### config.mk
export PLATFORM = sky130hd
export DESIGN_NAME = cpu_8bit_execute_unit
export DESIGN_NICKNAME = d
export VERILOG_FILES = /design/src/rtl/core/cpu8x_pkg.sv /design/src/rtl/core/cpu_8bit_execute_unit.sv
export SDC_FILE = /design/constraint.sdc
export NUM_CORES = 1
export LEC_CHECK = 0
export ABC_CLOCK_PERIOD_IN_PS = 8360
export BUFFER_PORTS_ARGS = -buffer_cell sky130_fd_sc_hd__buf_2
export CAP_MARGIN = 15
export CELL_PAD_IN_SITES_DETAIL_PLACEMENT = 2
export CELL_PAD_IN_SITES_GLOBAL_PLACEMENT = 2
export CORE_ASPECT_RATIO = 0.6
export CORE_MARGIN = 1.5
export CORE_UTILIZATION = 40
export CTS_BUF_LIST = sky130_fd_sc_hd__clkbuf_8 sky130_fd_sc_hd__clkbuf_16
export DETAILED_ROUTE_END_ITERATION = 6
export PLACE_DENSITY = 0.82
export SKIP_CTS_REPAIR_TIMING = 1
export SLEW_MARGIN = 20
export SYNTH_ARGS = -nofsm -noshare
export SYNTH_HDL_FRONTEND = slang
export SYNTH_SLANG_ARGS = --single-unit
### constraint.sdc
create_clock -name aclk -period 8.36 [get_ports aclk]
set_clock_uncertainty 0.1 [all_clocks]
set_input_delay 1.672 -clock aclk [delete_from_list [all_inputs] [get_ports aclk]]
set_output_delay 1.672 -clock aclk [all_outputs]
set_load 0.02 [all_outputs]
### src/rtl/core/cpu8x_pkg.sv
// ============================================================================
// cpu8x_pkg
// Shared types and constants for the 8-bit CPU execute unit.
// ============================================================================
package cpu8x_pkg;

    // Operation codes
    localparam logic [5:0] OP_ADC = 6'd0;
    localparam logic [5:0] OP_SBC = 6'd1;
    localparam logic [5:0] OP_AND = 6'd2;
    localparam logic [5:0] OP_ORA = 6'd3;
    localparam logic [5:0] OP_EOR = 6'd4;
    localparam logic [5:0] OP_CMP = 6'd5;
    localparam logic [5:0] OP_CPX = 6'd6;
    localparam logic [5:0] OP_CPY = 6'd7;
    localparam logic [5:0] OP_BIT = 6'd8;
    localparam logic [5:0] OP_LDA = 6'd9;
    localparam logic [5:0] OP_LDX = 6'd10;
    localparam logic [5:0] OP_LDY = 6'd11;
    localparam logic [5:0] OP_STA = 6'd12;
    localparam logic [5:0] OP_STX = 6'd13;
    localparam logic [5:0] OP_STY = 6'd14;
    localparam logic [5:0] OP_ASL = 6'd15;
    localparam logic [5:0] OP_LSR = 6'd16;
    localparam logic [5:0] OP_ROL = 6'd17;
    localparam logic [5:0] OP_ROR = 6'd18;
    localparam logic [5:0] OP_INC = 6'd19;
    localparam logic [5:0] OP_DEC = 6'd20;
    localparam logic [5:0] OP_INX = 6'd21;
    localparam logic [5:0] OP_INY = 6'd22;
    localparam logic [5:0] OP_DEX = 6'd23;
    localparam logic [5:0] OP_DEY = 6'd24;
    localparam logic [5:0] OP_TAX = 6'd25;
    localparam logic [5:0] OP_TAY = 6'd26;
    localparam logic [5:0] OP_TXA = 6'd27;
    localparam logic [5:0] OP_TYA = 6'd28;
    localparam logic [5:0] OP_TSX = 6'd29;
    localparam logic [5:0] OP_TXS = 6'd30;
    localparam logic [5:0] OP_CLC = 6'd31;
    localparam logic [5:0] OP_SEC = 6'd32;
    localparam logic [5:0] OP_CLI = 6'd33;
    localparam logic [5:0] OP_SEI = 6'd34;
    localparam logic [5:0] OP_CLD = 6'd35;
    localparam logic [5:0] OP_SED = 6'd36;
    localparam logic [5:0] OP_CLV = 6'd37;
    localparam logic [5:0] OP_PHA = 6'd38;
    localparam logic [5:0] OP_PHP = 6'd39;
    localparam logic [5:0] OP_PLA = 6'd40;
    localparam logic [5:0] OP_PLP = 6'd41;
    localparam logic [5:0] OP_BCC = 6'd42;
    localparam logic [5:0] OP_BCS = 6'd43;
    localparam logic [5:0] OP_BEQ = 6'd44;
    localparam logic [5:0] OP_BNE = 6'd45;
    localparam logic [5:0] OP_BMI = 6'd46;
    localparam logic [5:0] OP_BPL = 6'd47;
    localparam logic [5:0] OP_BVC = 6'd48;
    localparam logic [5:0] OP_BVS = 6'd49;
    localparam logic [5:0] OP_NOP = 6'd50;

    // Stack actions
    localparam logic [1:0] STACK_NONE = 2'd0;
    localparam logic [1:0] STACK_PUSH = 2'd1;
    localparam logic [1:0] STACK_PULL = 2'd2;

    // Status bit positions: N V 1 B D I Z C
    localparam int FLAG_C = 0;
    localparam int FLAG_Z = 1;
    localparam int FLAG_I = 2;
    localparam int FLAG_D = 3;
    localparam int FLAG_B = 4;
    localparam int FLAG_ONE = 5;
    localparam int FLAG_V = 6;
    localparam int FLAG_N = 7;

    // Reset values
    localparam logic [7:0] SP_RESET = 8'hFD;
    localparam logic [7:0] STATUS_RESET = 8'h24;

    typedef struct packed {
        logic [5:0]  req_type;
        logic [7:0]  operand;
        logic [15:0] target_address;
        logic        on_accumulator;
    } in_word_t;

    typedef struct packed {
        logic        write_enable;
        logic [15:0] write_address;
        logic [7:0]  write_data;
        logic [1:0]  stack_op;
        logic [7:0]  stack_slot;
        logic        branch_taken;
        logic [7:0]  acc_out;
        logic [7:0]  index_x_out;
        logic [7:0]  index_y_out;
        logic [7:0]  status_out;
    } out_word_t;

endpackage

### src/rtl/core/cpu_8bit_execute_unit.sv
// ============================================================================
// cpu_8bit_execute_unit
// Execute stage of an 8-bit CPU: one decoded operation per word.
// ============================================================================
// Usage:
//   s_ channel carries one decoded operation word (operation number, operand
//   byte, effective address, accumulator-target bit). m_ channel returns one
//   result word per operation: memory write, stack action, branch decision
//   and the A, X, Y and status registers after the operation.
//   The word is registered in the input register, then moves to the result
//   register when that register is empty or its word is being taken.
//   Throughput: one word per cycle while m_ready is high, set by the single
//   execute pass between the two registers; the architectural registers are
//   updated on the same edge that loads the result, so the next operation
//   sees them immediately.
//   Reset (aresetn low, synchronous): A, X, Y = 0, SP = 0xFD, P = 0x24, both
//   pipeline registers empty.
//   Stall: when m_ready is low the result is held; one more word can wait in
//   the input register, after that s_ready drops until the result is taken.
// ============================================================================
module cpu_8bit_execute_unit (
    input  logic                  aclk,
    input  logic                  aresetn,
    input  logic                  s_valid,
    output logic                  s_ready,
    input  cpu8x_pkg::in_word_t   s_data,
    output logic                  m_valid,
    input  logic                  m_ready,
    output cpu8x_pkg::out_word_t  m_data
);

    // Input stage
    logic                  in_valid_reg, in_valid_next;
    cpu8x_pkg::in_word_t   in_data_reg;

    // Result stage
    logic                  out_valid_reg, out_valid_next;
    cpu8x_pkg::out_word_t  out_data_reg, out_data_next;

    // Architectural registers
    logic [7:0] acc_reg, acc_next;
    logic [7:0] idx_x_reg, idx_x_next;
    logic [7:0] idx_y_reg, idx_y_next;
    logic [7:0] sp_reg, sp_next;
    logic [7:0] status_reg, status_next;

    logic advance;

    // Execute temporaries
    logic [5:0] op;
    logic [7:0] opnd;
    logic       cin;
    logic [8:0] sum;
    logic [7:0] addend;
    logic [8:0] diff;
    logic [7:0] cmp_reg;
    logic [7:0] shift_src;
    logic [7:0] shift_val;
    logic       shift_c;
    logic [7:0] incdec;
    logic       we;
    logic       taken;
    logic [7:0] wdata;
    logic [1:0] sop;
    logic [7:0] slot;

    // N and Z from a byte, other flags kept
    function automatic logic [7:0] with_nz(input logic [7:0] p, input logic [7:0] v);
        logic [7:0] r;
        r = p;
        r[cpu8x_pkg::FLAG_N] = v[7];
        r[cpu8x_pkg::FLAG_Z] = (v == 8'h00);
        return r;
    endfunction

    // ------------------------------------------------------------------
    // Handshake
    // ------------------------------------------------------------------
    assign advance = in_valid_reg && (!out_valid_reg || m_ready);
    assign s_ready = !in_valid_reg || advance;
    assign m_valid = out_valid_reg;
    assign m_data  = out_data_reg;

    always_comb begin
        in_valid_next = in_valid_reg;
        if (s_valid && s_ready) begin
            in_valid_next = 1'b1;
        end else if (advance) begin
            in_valid_next = 1'b0;
        end
        out_valid_next = out_valid_reg;
        if (advance) begin
            out_valid_next = 1'b1;
        end else if (m_ready) begin
            out_valid_next = 1'b0;
        end
    end

    // ------------------------------------------------------------------
    // Execute pass
    // ------------------------------------------------------------------
    always_comb begin
        op   = in_data_reg.req_type;
        opnd = in_data_reg.operand;
        cin  = status_reg[cpu8x_pkg::FLAG_C];

        // adder; SBC adds the inverted operand
        addend = (op == cpu8x_pkg::OP_SBC) ? ~opnd : opnd;
        sum    = {1'b0, acc_reg} + {1'b0, addend} + {8'h00, cin};

        // compare
        priority if (op == cpu8x_pkg::OP_CPX) begin
            cmp_reg = idx_x_reg;
        end else if (op == cpu8x_pkg::OP_CPY) begin
            cmp_reg = idx_y_reg;
        end else begin
            cmp_reg = acc_reg;
        end
        diff = {1'b0, cmp_reg} - {1'b0, opnd};

        // shifter
        shift_src = in_data_reg.on_accumulator ? acc_reg : opnd;
        unique case (op)
            cpu8x_pkg::OP_ASL: begin
                shift_val = {shift_src[6:0], 1'b0};
                shift_c   = shift_src[7];
            end
            cpu8x_pkg::OP_ROL: begin
                shift_val = {shift_src[6:0], cin};
                shift_c   = shift_src[7];
            end
            cpu8x_pkg::OP_ROR: begin
                shift_val = {cin, shift_src[7:1]};
                shift_c   = shift_src[0];
            end
            default: begin
                shift_val = {1'b0, shift_src[7:1]};
                shift_c   = shift_src[0];
            end
        endcase

        incdec = (op == cpu8x_pkg::OP_DEC) ? opnd - 8'd1 : opnd + 8'd1;

        acc_next    = acc_reg;
        idx_x_next  = idx_x_reg;
        idx_y_next  = idx_y_reg;
        sp_next     = sp_reg;
        status_next = status_reg;
        we    = 1'b0;
        taken = 1'b0;
        wdata = 8'h00;
        sop   = cpu8x_pkg::STACK_NONE;
        slot  = 8'h00;

        unique case (op)
            cpu8x_pkg::OP_ADC, cpu8x_pkg::OP_SBC: begin
                acc_next = sum[7:0];
                status_next = with_nz(status_reg, sum[7:0]);
                status_next[cpu8x_pkg::FLAG_C] = sum[8];
                status_next[cpu8x_pkg::FLAG_V] =
                    ~(acc_reg[7] ^ addend[7]) & (acc_reg[7] ^ sum[7]);
            end
            cpu8x_pkg::OP_AND: begin
                acc_next = acc_reg & opnd;
                status_next = with_nz(status_reg, acc_reg & opnd);
            end
            cpu8x_pkg::OP_ORA: begin
                acc_next = acc_reg | opnd;
                status_next = with_nz(status_reg, acc_reg | opnd);
            end
            cpu8x_pkg::OP_EOR: begin
                acc_next = acc_reg ^ opnd;
                status_next = with_nz(status_reg, acc_reg ^ opnd);
            end
            cpu8x_pkg::OP_CMP, cpu8x_pkg::OP_CPX, cpu8x_pkg::OP_CPY: begin
                status_next = with_nz(status_reg, diff[7:0]);
                status_next[cpu8x_pkg::FLAG_C] = ~diff[8];
            end
            cpu8x_pkg::OP_BIT: begin
                status_next[cpu8x_pkg::FLAG_N] = opnd[7];
                status_next[cpu8x_pkg::FLAG_V] = opnd[6];
                status_next[cpu8x_pkg::FLAG_Z] = ((acc_reg & opnd) == 8'h00);
            end
            cpu8x_pkg::OP_LDA: begin
                acc_next = opnd;
                status_next = with_nz(status_reg, opnd);
            end
            cpu8x_pkg::OP_LDX: begin
                idx_x_next = opnd;
                status_next = with_nz(status_reg, opnd);
            end
            cpu8x_pkg::OP_LDY: begin
                idx_y_next = opnd;
                status_next = with_nz(status_reg, opnd);
            end
            cpu8x_pkg::OP_STA: begin
                we = 1'b1;
                wdata = acc_reg;
            end
            cpu8x_pkg::OP_STX: begin
                we = 1'b1;
                wdata = idx_x_reg;
            end
            cpu8x_pkg::OP_STY: begin
                we = 1'b1;
                wdata = idx_y_reg;
            end
            cpu8x_pkg::OP_ASL, cpu8x_pkg::OP_LSR,
            cpu8x_pkg::OP_ROL, cpu8x_pkg::OP_ROR: begin
                status_next = with_nz(status_reg, shift_val);
                status_next[cpu8x_pkg::FLAG_C] = shift_c;
                if (in_data_reg.on_accumulator) begin
                    acc_next = shift_val;
                end else begin
                    we = 1'b1;
                    wdata = shift_val;
                end
            end
            cpu8x_pkg::OP_INC, cpu8x_pkg::OP_DEC: begin
                status_next = with_nz(status_reg, incdec);
                we = 1'b1;
                wdata = incdec;
            end
            cpu8x_pkg::OP_INX: begin
                idx_x_next = idx_x_reg + 8'd1;
                status_next = with_nz(status_reg, idx_x_reg + 8'd1);
            end
            cpu8x_pkg::OP_INY: begin
                idx_y_next = idx_y_reg + 8'd1;
                status_next = with_nz(status_reg, idx_y_reg + 8'd1);
            end
            cpu8x_pkg::OP_DEX: begin
                idx_x_next = idx_x_reg - 8'd1;
                status_next = with_nz(status_reg, idx_x_reg - 8'd1);
            end
            cpu8x_pkg::OP_DEY: begin
                idx_y_next = idx_y_reg - 8'd1;
                status_next = with_nz(status_reg, idx_y_reg - 8'd1);
            end
            cpu8x_pkg::OP_TAX: begin
                idx_x_next = acc_reg;
                status_next = with_nz(status_reg, acc_reg);
            end
            cpu8x_pkg::OP_TAY: begin
                idx_y_next = acc_reg;
                status_next = with_nz(status_reg, acc_reg);
            end
            cpu8x_pkg::OP_TXA: begin
                acc_next = idx_x_reg;
                status_next = with_nz(status_reg, idx_x_reg);
            end
            cpu8x_pkg::OP_TYA: begin
                acc_next = idx_y_reg;
                status_next = with_nz(status_reg, idx_y_reg);
            end
            cpu8x_pkg::OP_TSX: begin
                idx_x_next = sp_reg;
                status_next = with_nz(status_reg, sp_reg);
            end
            cpu8x_pkg::OP_TXS: begin
                sp_next = idx_x_reg;
            end
            cpu8x_pkg::OP_CLC: status_next[cpu8x_pkg::FLAG_C] = 1'b0;
            cpu8x_pkg::OP_SEC: status_next[cpu8x_pkg::FLAG_C] = 1'b1;
            cpu8x_pkg::OP_CLI: status_next[cpu8x_pkg::FLAG_I] = 1'b0;
            cpu8x_pkg::OP_SEI: status_next[cpu8x_pkg::FLAG_I] = 1'b1;
            cpu8x_pkg::OP_CLD: status_next[cpu8x_pkg::FLAG_D] = 1'b0;
            cpu8x_pkg::OP_SED: status_next[cpu8x_pkg::FLAG_D] = 1'b1;
            cpu8x_pkg::OP_CLV: status_next[cpu8x_pkg::FLAG_V] = 1'b0;
            cpu8x_pkg::OP_PHA: begin
                sop = cpu8x_pkg::STACK_PUSH;
                slot = sp_reg;
                wdata = acc_reg;
                sp_next = sp_reg - 8'd1;
            end
            cpu8x_pkg::OP_PHP: begin
                // B and the always-one bit are set in P, then P is pushed
                status_next[cpu8x_pkg::FLAG_B] = 1'b1;
                status_next[cpu8x_pkg::FLAG_ONE] = 1'b1;
                sop = cpu8x_pkg::STACK_PUSH;
                slot = sp_reg;
                wdata = status_next;
                sp_next = sp_reg - 8'd1;
            end
            cpu8x_pkg::OP_PLA: begin
                sp_next = sp_reg + 8'd1;
                sop = cpu8x_pkg::STACK_PULL;
                slot = sp_reg + 8'd1;
                acc_next = opnd;
                status_next = with_nz(status_reg, opnd);
            end
            cpu8x_pkg::OP_PLP: begin
                sp_next = sp_reg + 8'd1;
                sop = cpu8x_pkg::STACK_PULL;
                slot = sp_reg + 8'd1;
                status_next = opnd;
                status_next[cpu8x_pkg::FLAG_ONE] = 1'b1;
            end
            cpu8x_pkg::OP_BCC: taken = ~status_reg[cpu8x_pkg::FLAG_C];
            cpu8x_pkg::OP_BCS: taken =  status_reg[cpu8x_pkg::FLAG_C];
            cpu8x_pkg::OP_BEQ: taken =  status_reg[cpu8x_pkg::FLAG_Z];
            cpu8x_pkg::OP_BNE: taken = ~status_reg[cpu8x_pkg::FLAG_Z];
            cpu8x_pkg::OP_BMI: taken =  status_reg[cpu8x_pkg::FLAG_N];
            cpu8x_pkg::OP_BPL: taken = ~status_reg[cpu8x_pkg::FLAG_N];
            cpu8x_pkg::OP_BVC: taken = ~status_reg[cpu8x_pkg::FLAG_V];
            cpu8x_pkg::OP_BVS: taken =  status_reg[cpu8x_pkg::FLAG_V];
            // NOP and unused codes leave everything alone
            default: begin
            end
        endcase

        out_data_next.write_enable  = we;
        out_data_next.write_address = in_data_reg.target_address;
        out_data_next.write_data    = wdata;
        out_data_next.stack_op      = sop;
        out_data_next.stack_slot    = slot;
        out_data_next.branch_taken  = taken;
        out_data_next.acc_out       = acc_next;
        out_data_next.index_x_out   = idx_x_next;
        out_data_next.index_y_out   = idx_y_next;
        out_data_next.status_out    = status_next;
    end

    // ------------------------------------------------------------------
    // Registers
    // ------------------------------------------------------------------
    always_ff @(posedge aclk) begin
        if (!aresetn) begin
            in_valid_reg  <= 1'b0;
            out_valid_reg <= 1'b0;
            acc_reg       <= 8'h00;
            idx_x_reg     <= 8'h00;
            idx_y_reg     <= 8'h00;
            sp_reg        <= cpu8x_pkg::SP_RESET;
            status_reg    <= cpu8x_pkg::STATUS_RESET;
        end else begin
            in_valid_reg  <= in_valid_next;
            out_valid_reg <= out_valid_next;
            if (advance) begin
                acc_reg    <= acc_next;
                idx_x_reg  <= idx_x_next;
                idx_y_reg  <= idx_y_next;
                sp_reg     <= sp_next;
                status_reg <= status_next;
            end
        end
    end

    // Payload registers, no reset
    always_ff @(posedge aclk) begin
        if (s_valid && s_ready) begin
            in_data_reg <= s_data;
        end
        if (advance) begin
            out_data_reg <= out_data_next;
        end
    end

    // ------------------------------------------------------------------
    // Assertions
    // ------------------------------------------------------------------
`ifndef SYNTHESIS
    a_push_dec_sp: assert property (@(posedge aclk) disable iff (!aresetn)
        advance && (in_data_reg.req_type == cpu8x_pkg::OP_PHA ||
                    in_data_reg.req_type == cpu8x_pkg::OP_PHP)
        |=> sp_reg == $past(sp_reg) - 8'd1)
        else $error("push did not decrement stack pointer");

    a_branch_clean: assert property (@(posedge aclk) disable iff (!aresetn)
        m_valid && m_data.branch_taken
        |-> !m_data.write_enable && m_data.stack_op == cpu8x_pkg::STACK_NONE)
        else $error("taken branch with memory or stack action");

    a_status_one: assert property (@(posedge aclk) disable iff (!aresetn)
        m_valid |-> m_data.status_out[cpu8x_pkg::FLAG_ONE])
        else $error("status bit 5 cleared");

    a_result_matches_state: assert property (@(posedge aclk) disable iff (!aresetn)
        $past(advance) |-> m_data.acc_out == acc_reg && m_data.status_out == status_reg)
        else $error("result registers out of step with state");
`endif

endmodule
Word-level counts from Yosys, hierarchy flattened
Cells that the tools add are included.

storage, ports and cells
  output and inout bits = 70
  register bits = 141

operators by class
  reduce and logical (&&, ||, !) cells = 42
  bitwise gates (word level) = 13
  add/sub/neg operators = 11
  muxes and demuxes = 30
  equal/unequal tests = 49

operator list
  kind                                                  count
  logical NOT 8 bit                                     16
  equality test 6 bit (second input constant)           18
  equality test 6 x 5 -> 1 bit (second input constant)  16
  case mux 8 bit (8 select lines)                       1
  2-to-1 mux 8 bit                                      7
  equality test 6 x 4 -> 1 bit (second input constant)  8
  case mux 8 bit (3 select lines)                       2
  case mux 8 bit (6 select lines)                       1
  case mux 8 bit (5 select lines)                       1
  adder 8 x 1 -> 8 bit (second input constant)          4
  case mux 8 bit (4 select lines)                       1
  subtractor 8 x 1 -> 8 bit (second input constant)     4
  equality test 6 x 3 -> 1 bit (second input constant)  4
  OR reduction 2 bit                                    10
  case mux 1 bit (17 select lines)                      1
  case mux 1 bit (16 select lines)                      1
  case mux 8 bit (2 select lines)                       1
  equality test 6 x 2 -> 1 bit (second input constant)  2
  adder 8 x 8 -> 9 bit                                  1
  adder 9 x 1 -> 9 bit                                  1
  case mux 1 bit (3 select lines)                       3
  subtractor 8 x 8 -> 9 bit                             1
  AND 8 bit                                             1
  NOT 8 bit                                             1
  other kinds (22)                                      39

Logic depth before layout (Yosys ltp)
  depth after elaboration = 7
  depth in mapped cells = 18

Least setup slack after synthesis
No wires, ideal clock.

  kind = input-to-reg
  start = input m_ready
  end = register status_reg[5]
  setup slack = 3644 ps
  data arrival time = 4541 ps
  cell stages on the path = 6
  cells stage by stage = nor2b_1 -> nand2b_1 -> inv_2 -> clkbuf_1 -> o21ai_0 -> nand3b_1

between the ends
  word-level cells in the longest chain between the ends = 2

ends and longest elaborated chain
  item                  line                          RTL
  start, declared       cpu_8bit_execute_unit.sv:28   input logic m_ready,
  logical OR 1 bit      cpu_8bit_execute_unit.sv:79   assign advance = in_valid_reg && (!out_valid_reg || m_ready);
  logical AND 1 bit     cpu_8bit_execute_unit.sv:79
  net advance           cpu_8bit_execute_unit.sv:47   logic advance;
  end signal, assigned  cpu_8bit_execute_unit.sv:335  status_reg <= cpu8x_pkg::STATUS_RESET;
  end signal, assigned  cpu_8bit_execute_unit.sv:344  status_reg <= status_next;
  end, declared         cpu_8bit_execute_unit.sv:45   logic [7:0] status_reg, status_next;

The timed path passes the listed nets, and every way through them passes these cells.
A chain may end at the register's enable or synchronous reset.

Final worst setup path
  start = register in_data_reg, in the netlist op[2]
  end = register acc_reg[4]

between the ends
  word-level cells in the longest chain between the ends = 5
  elaborated cells between the ends (all ways) = 22

ends and longest elaborated chain
  item                                 line                                                        RTL
  start, declared                      cpu_8bit_execute_unit.sv:34                                 cpu8x_pkg::in_word_t in_data_reg;
  start signal, assigned               cpu_8bit_execute_unit.sv:352                                in_data_reg <= s_data;
  equality test 6 x 1 -> 1 bit         cpu_8bit_execute_unit.sv:108, cpu_8bit_execute_unit.sv:155
  2-to-1 mux 8 bit                     cpu_8bit_execute_unit.sv:108                                addend = (op == cpu8x_pkg::OP_SBC) ? ~opnd : opnd;
  adder 8 x 8 -> 9 bit                 cpu_8bit_execute_unit.sv:109                                sum = {1'b0, acc_reg} + {1'b0, addend} + {8'h00, cin};
  adder 9 x 1 -> 9 bit                 cpu_8bit_execute_unit.sv:109
  case mux 8 bit (8 select lines) (*)  cpu_8bit_execute_unit.sv:155                                unique case (op)
  net acc_next[4]                      cpu_8bit_execute_unit.sv:41                                 logic [7:0] acc_reg, acc_next;
  end signal, assigned                 cpu_8bit_execute_unit.sv:340                                acc_reg <= acc_next;
  end, declared                        cpu_8bit_execute_unit.sv:41

The timed path passes the listed nets; every way through them passes the cells marked *.

==> metrics.txt <==
final core utilization=between 40% and 50%; dpl cell area=between 10000 and 15000 µm²; DR vias=between 10000 and 15000; hpwl dp=31700 µm; global-route wire length before repair=~68000 µm; syn_nets=roughly 1200; max incr delay on CP=0.75 ns; Crit Path Category=register to register; outcome=completed; final instance area=11200 µm²; Die Width=206 µm; via/cell ratio=6.73; Clock transition at path regs=roughly 0.070 ns; post-synth design cell area=approximately 9900 µm²; final hold vios=0; pre-CTS setup slack=3.82 ns; worst hold slack=around 0.33 ns; crit path cell chain=buf_4 -> nor4_1 -> nand2_1 -> xnor2_1 -> fa_1 -> inv_1 -> fa_1 -> a21o_1 -> a21oi_1 -> xnor2_1 -> a2111oi_0 -> o311ai_0 -> nor2_1 -> nor2_1; Post-synth EDFFs=99; max_slew headroom=a little under a fifth; Detailed Route Iter0 Violations=1219; Hold Path Origin=in_data_reg[1]; Final setup viols=0; worst-path maximum fanout=36; WL final=roughly 45000 µm; maxcap violations=0; Cells after Synth=1108; htree depth=4; minimum clock period=around 4.8 ns; Max Fclk=209 MHz; Total GRT Usage=35.5%; Starting Density=roughly two fifths; top cells by count, synth=nand2_1, nor2_1, edfxtp_1, clkbuf_1, o21ai_0; vias in the first global route=about 10000; share of layout cells above drive strength 1=between 10% and 20%; largest net degree at the start of global routing=53; worst r2r src=op[2]; total CTS buffers=17; count leader, synth=nand2_1; Post-Syn Area per Cell=~8.9 µm²; CTS tree=yes; TNS Setup=0 ns; fillers=between 2000 and 3000; GP Congestion=~0.98; post-synth top area share=30.1%; sequential fraction of the synthesis area=about 39%; IO Pins=105; CTS root buf=clkbuf_16; DRT Pass-1 Iters=6; Wirelength per Cell=approximately 30 µm; unrepaired setup endpoints after global routing=false; antenna cells=0; Die Height=around 120 µm; post-synthesis async set-or-reset flop share=0%; worst-skew pair later-pin latency=~0.47 ns; peak supply drop=around 0.00015 V; PwrDens=~180 nW/µm²; Die Area=roughly 26000 µm²; Critical Path Source Type=register; Final Net Count=between 1000 and 1500; largest area contributor in the netlist=edfxtp_1; Slew Viols, Final=0; CP Capture Type=register; Worst path slowest cell=a2111oi_0; synth top area cells=edfxtp_1, dfxtp_1, ha_1, nand2_1, nor2_1; DRC=0; Top FF cell, synth=edfxtp_1; Layout area overhead=13.3%; max reg flops=68; worst endpoint data arrival time=roughly 5 ns; Lkg Pwr=between 0.004 and 0.005 µW; worst hold-check path type=register to register; CORE AREA=24200 µm²; grt ovf=0; clock tree buffer depth=2; yosys warns=0; buffers added on ports=roughly 100; post-route worst setup slack=3.58 ns; Worst Setup SP=op[2]; Routed Antenna Nets=0; Site Rows=44; #FFs+latches synth=~140; Slew @ Worst Pin=~1.2 ns; initial antenna violation count=1; unique cell type count in the Yosys netlist=76; Final Cycle Share=~57%; Crit path required time=8.60 ns; Clock Sinks=about 140
[layout by cell type, fill, tap and decap left out, drive strengths merged, types with 23 or more instances in the layout]
cell / netlist / layout
buf: 20 / 124
nand2: 102 / 102
nor2: 100 / 100
edfxtp: 99 / 99
o21ai: 69 / 69
a21oi: 56 / 56
inv: 42 / 51
ha: 49 / 49
dfxtp: 42 / 42
nor3: 40 / 40
xnor2: 35 / 35
nand3: 34 / 34
nand2b: 25 / 25
nand4: 23 / 23
[cell type report]
| class | count | area [µm²] | area share (%) |
|---|---|---|---|
| Multi-Input combinational cell | 834 | 5540 | 49.6 |
| Inverter | 42 | 160 | 1.43 |
| Sequential cell | 141 | 3810 | 34.1 |
| Clock inverter | 15 | 168 | 1.50 |
| Tap cell | 322 | 403 | 3.60 |
| Timing Repair Buffer | 124 | 671 | 6.00 |
| Clock buffer | 17 | 425 | 3.80 |
[logic make-up (layout without fill, tap and decap cells)]
logic type      Yosys count  count (layout)  share of synthesized area (%)
flops                   141             141                           38.6
buf+inv                 133             198                           5.34
simple gates            414             414                           21.2
mux                      19              19                           2.32
fa+ha+maj                53              53                           7.02
compound gates          306             306                           21.7
xor+xnor                 42              42                           3.73
[critical path, delay by kind of cell, from the launching register on]
family | cells | cell delay (ns)
compound gates | 4 | 1.49
simple gates | 4 | 1.24
fa+ha+maj | 2 | 0.67
xor+xnor | 2 | 0.46
flops | 1 | 0.38
buf+inv | 2 | 0.31
[power by group]
group | internal (µW) | switching (µW)
sequential | 790 | 66.4
combinational | 127 | 244
clock | 426 | 373
total | 1340 | 683
[final timing paths]
path / to / slack, ns / cells past startpoint
setup / recovery: acc_reg[4] / 3.58 / 14
hold / removal: m_data[51] / 0.33 / 0
setup reg to reg: acc_reg[4] / 3.58 / 14
hold reg to reg: m_data[51] / 0.33 / 0
[stage by stage]
stage	total power, µW	std cells
after floorplan	1080	1108
after global placement	1200	1463
after detailed placement	1220	1463
after CTS	2020	1495
after global routing	2090	1495
final	2030	1495
[layer usage]
| layer | vias up | wire length, µm | GRT usage (%) |
|---|---|---|---|
| li1 | 4289 | - | - |
| met1 | 5137 | 19600 | 50.7 |
| met2 | 538 | 19300 | 52.3 |
| met3 | 101 | 4360 | 8.37 |
| met4 | 0 | 1350 | 12.3 |
| met5 | - | 0 | 0 |
No activity file was read; power rests on OpenSTA's default activity.
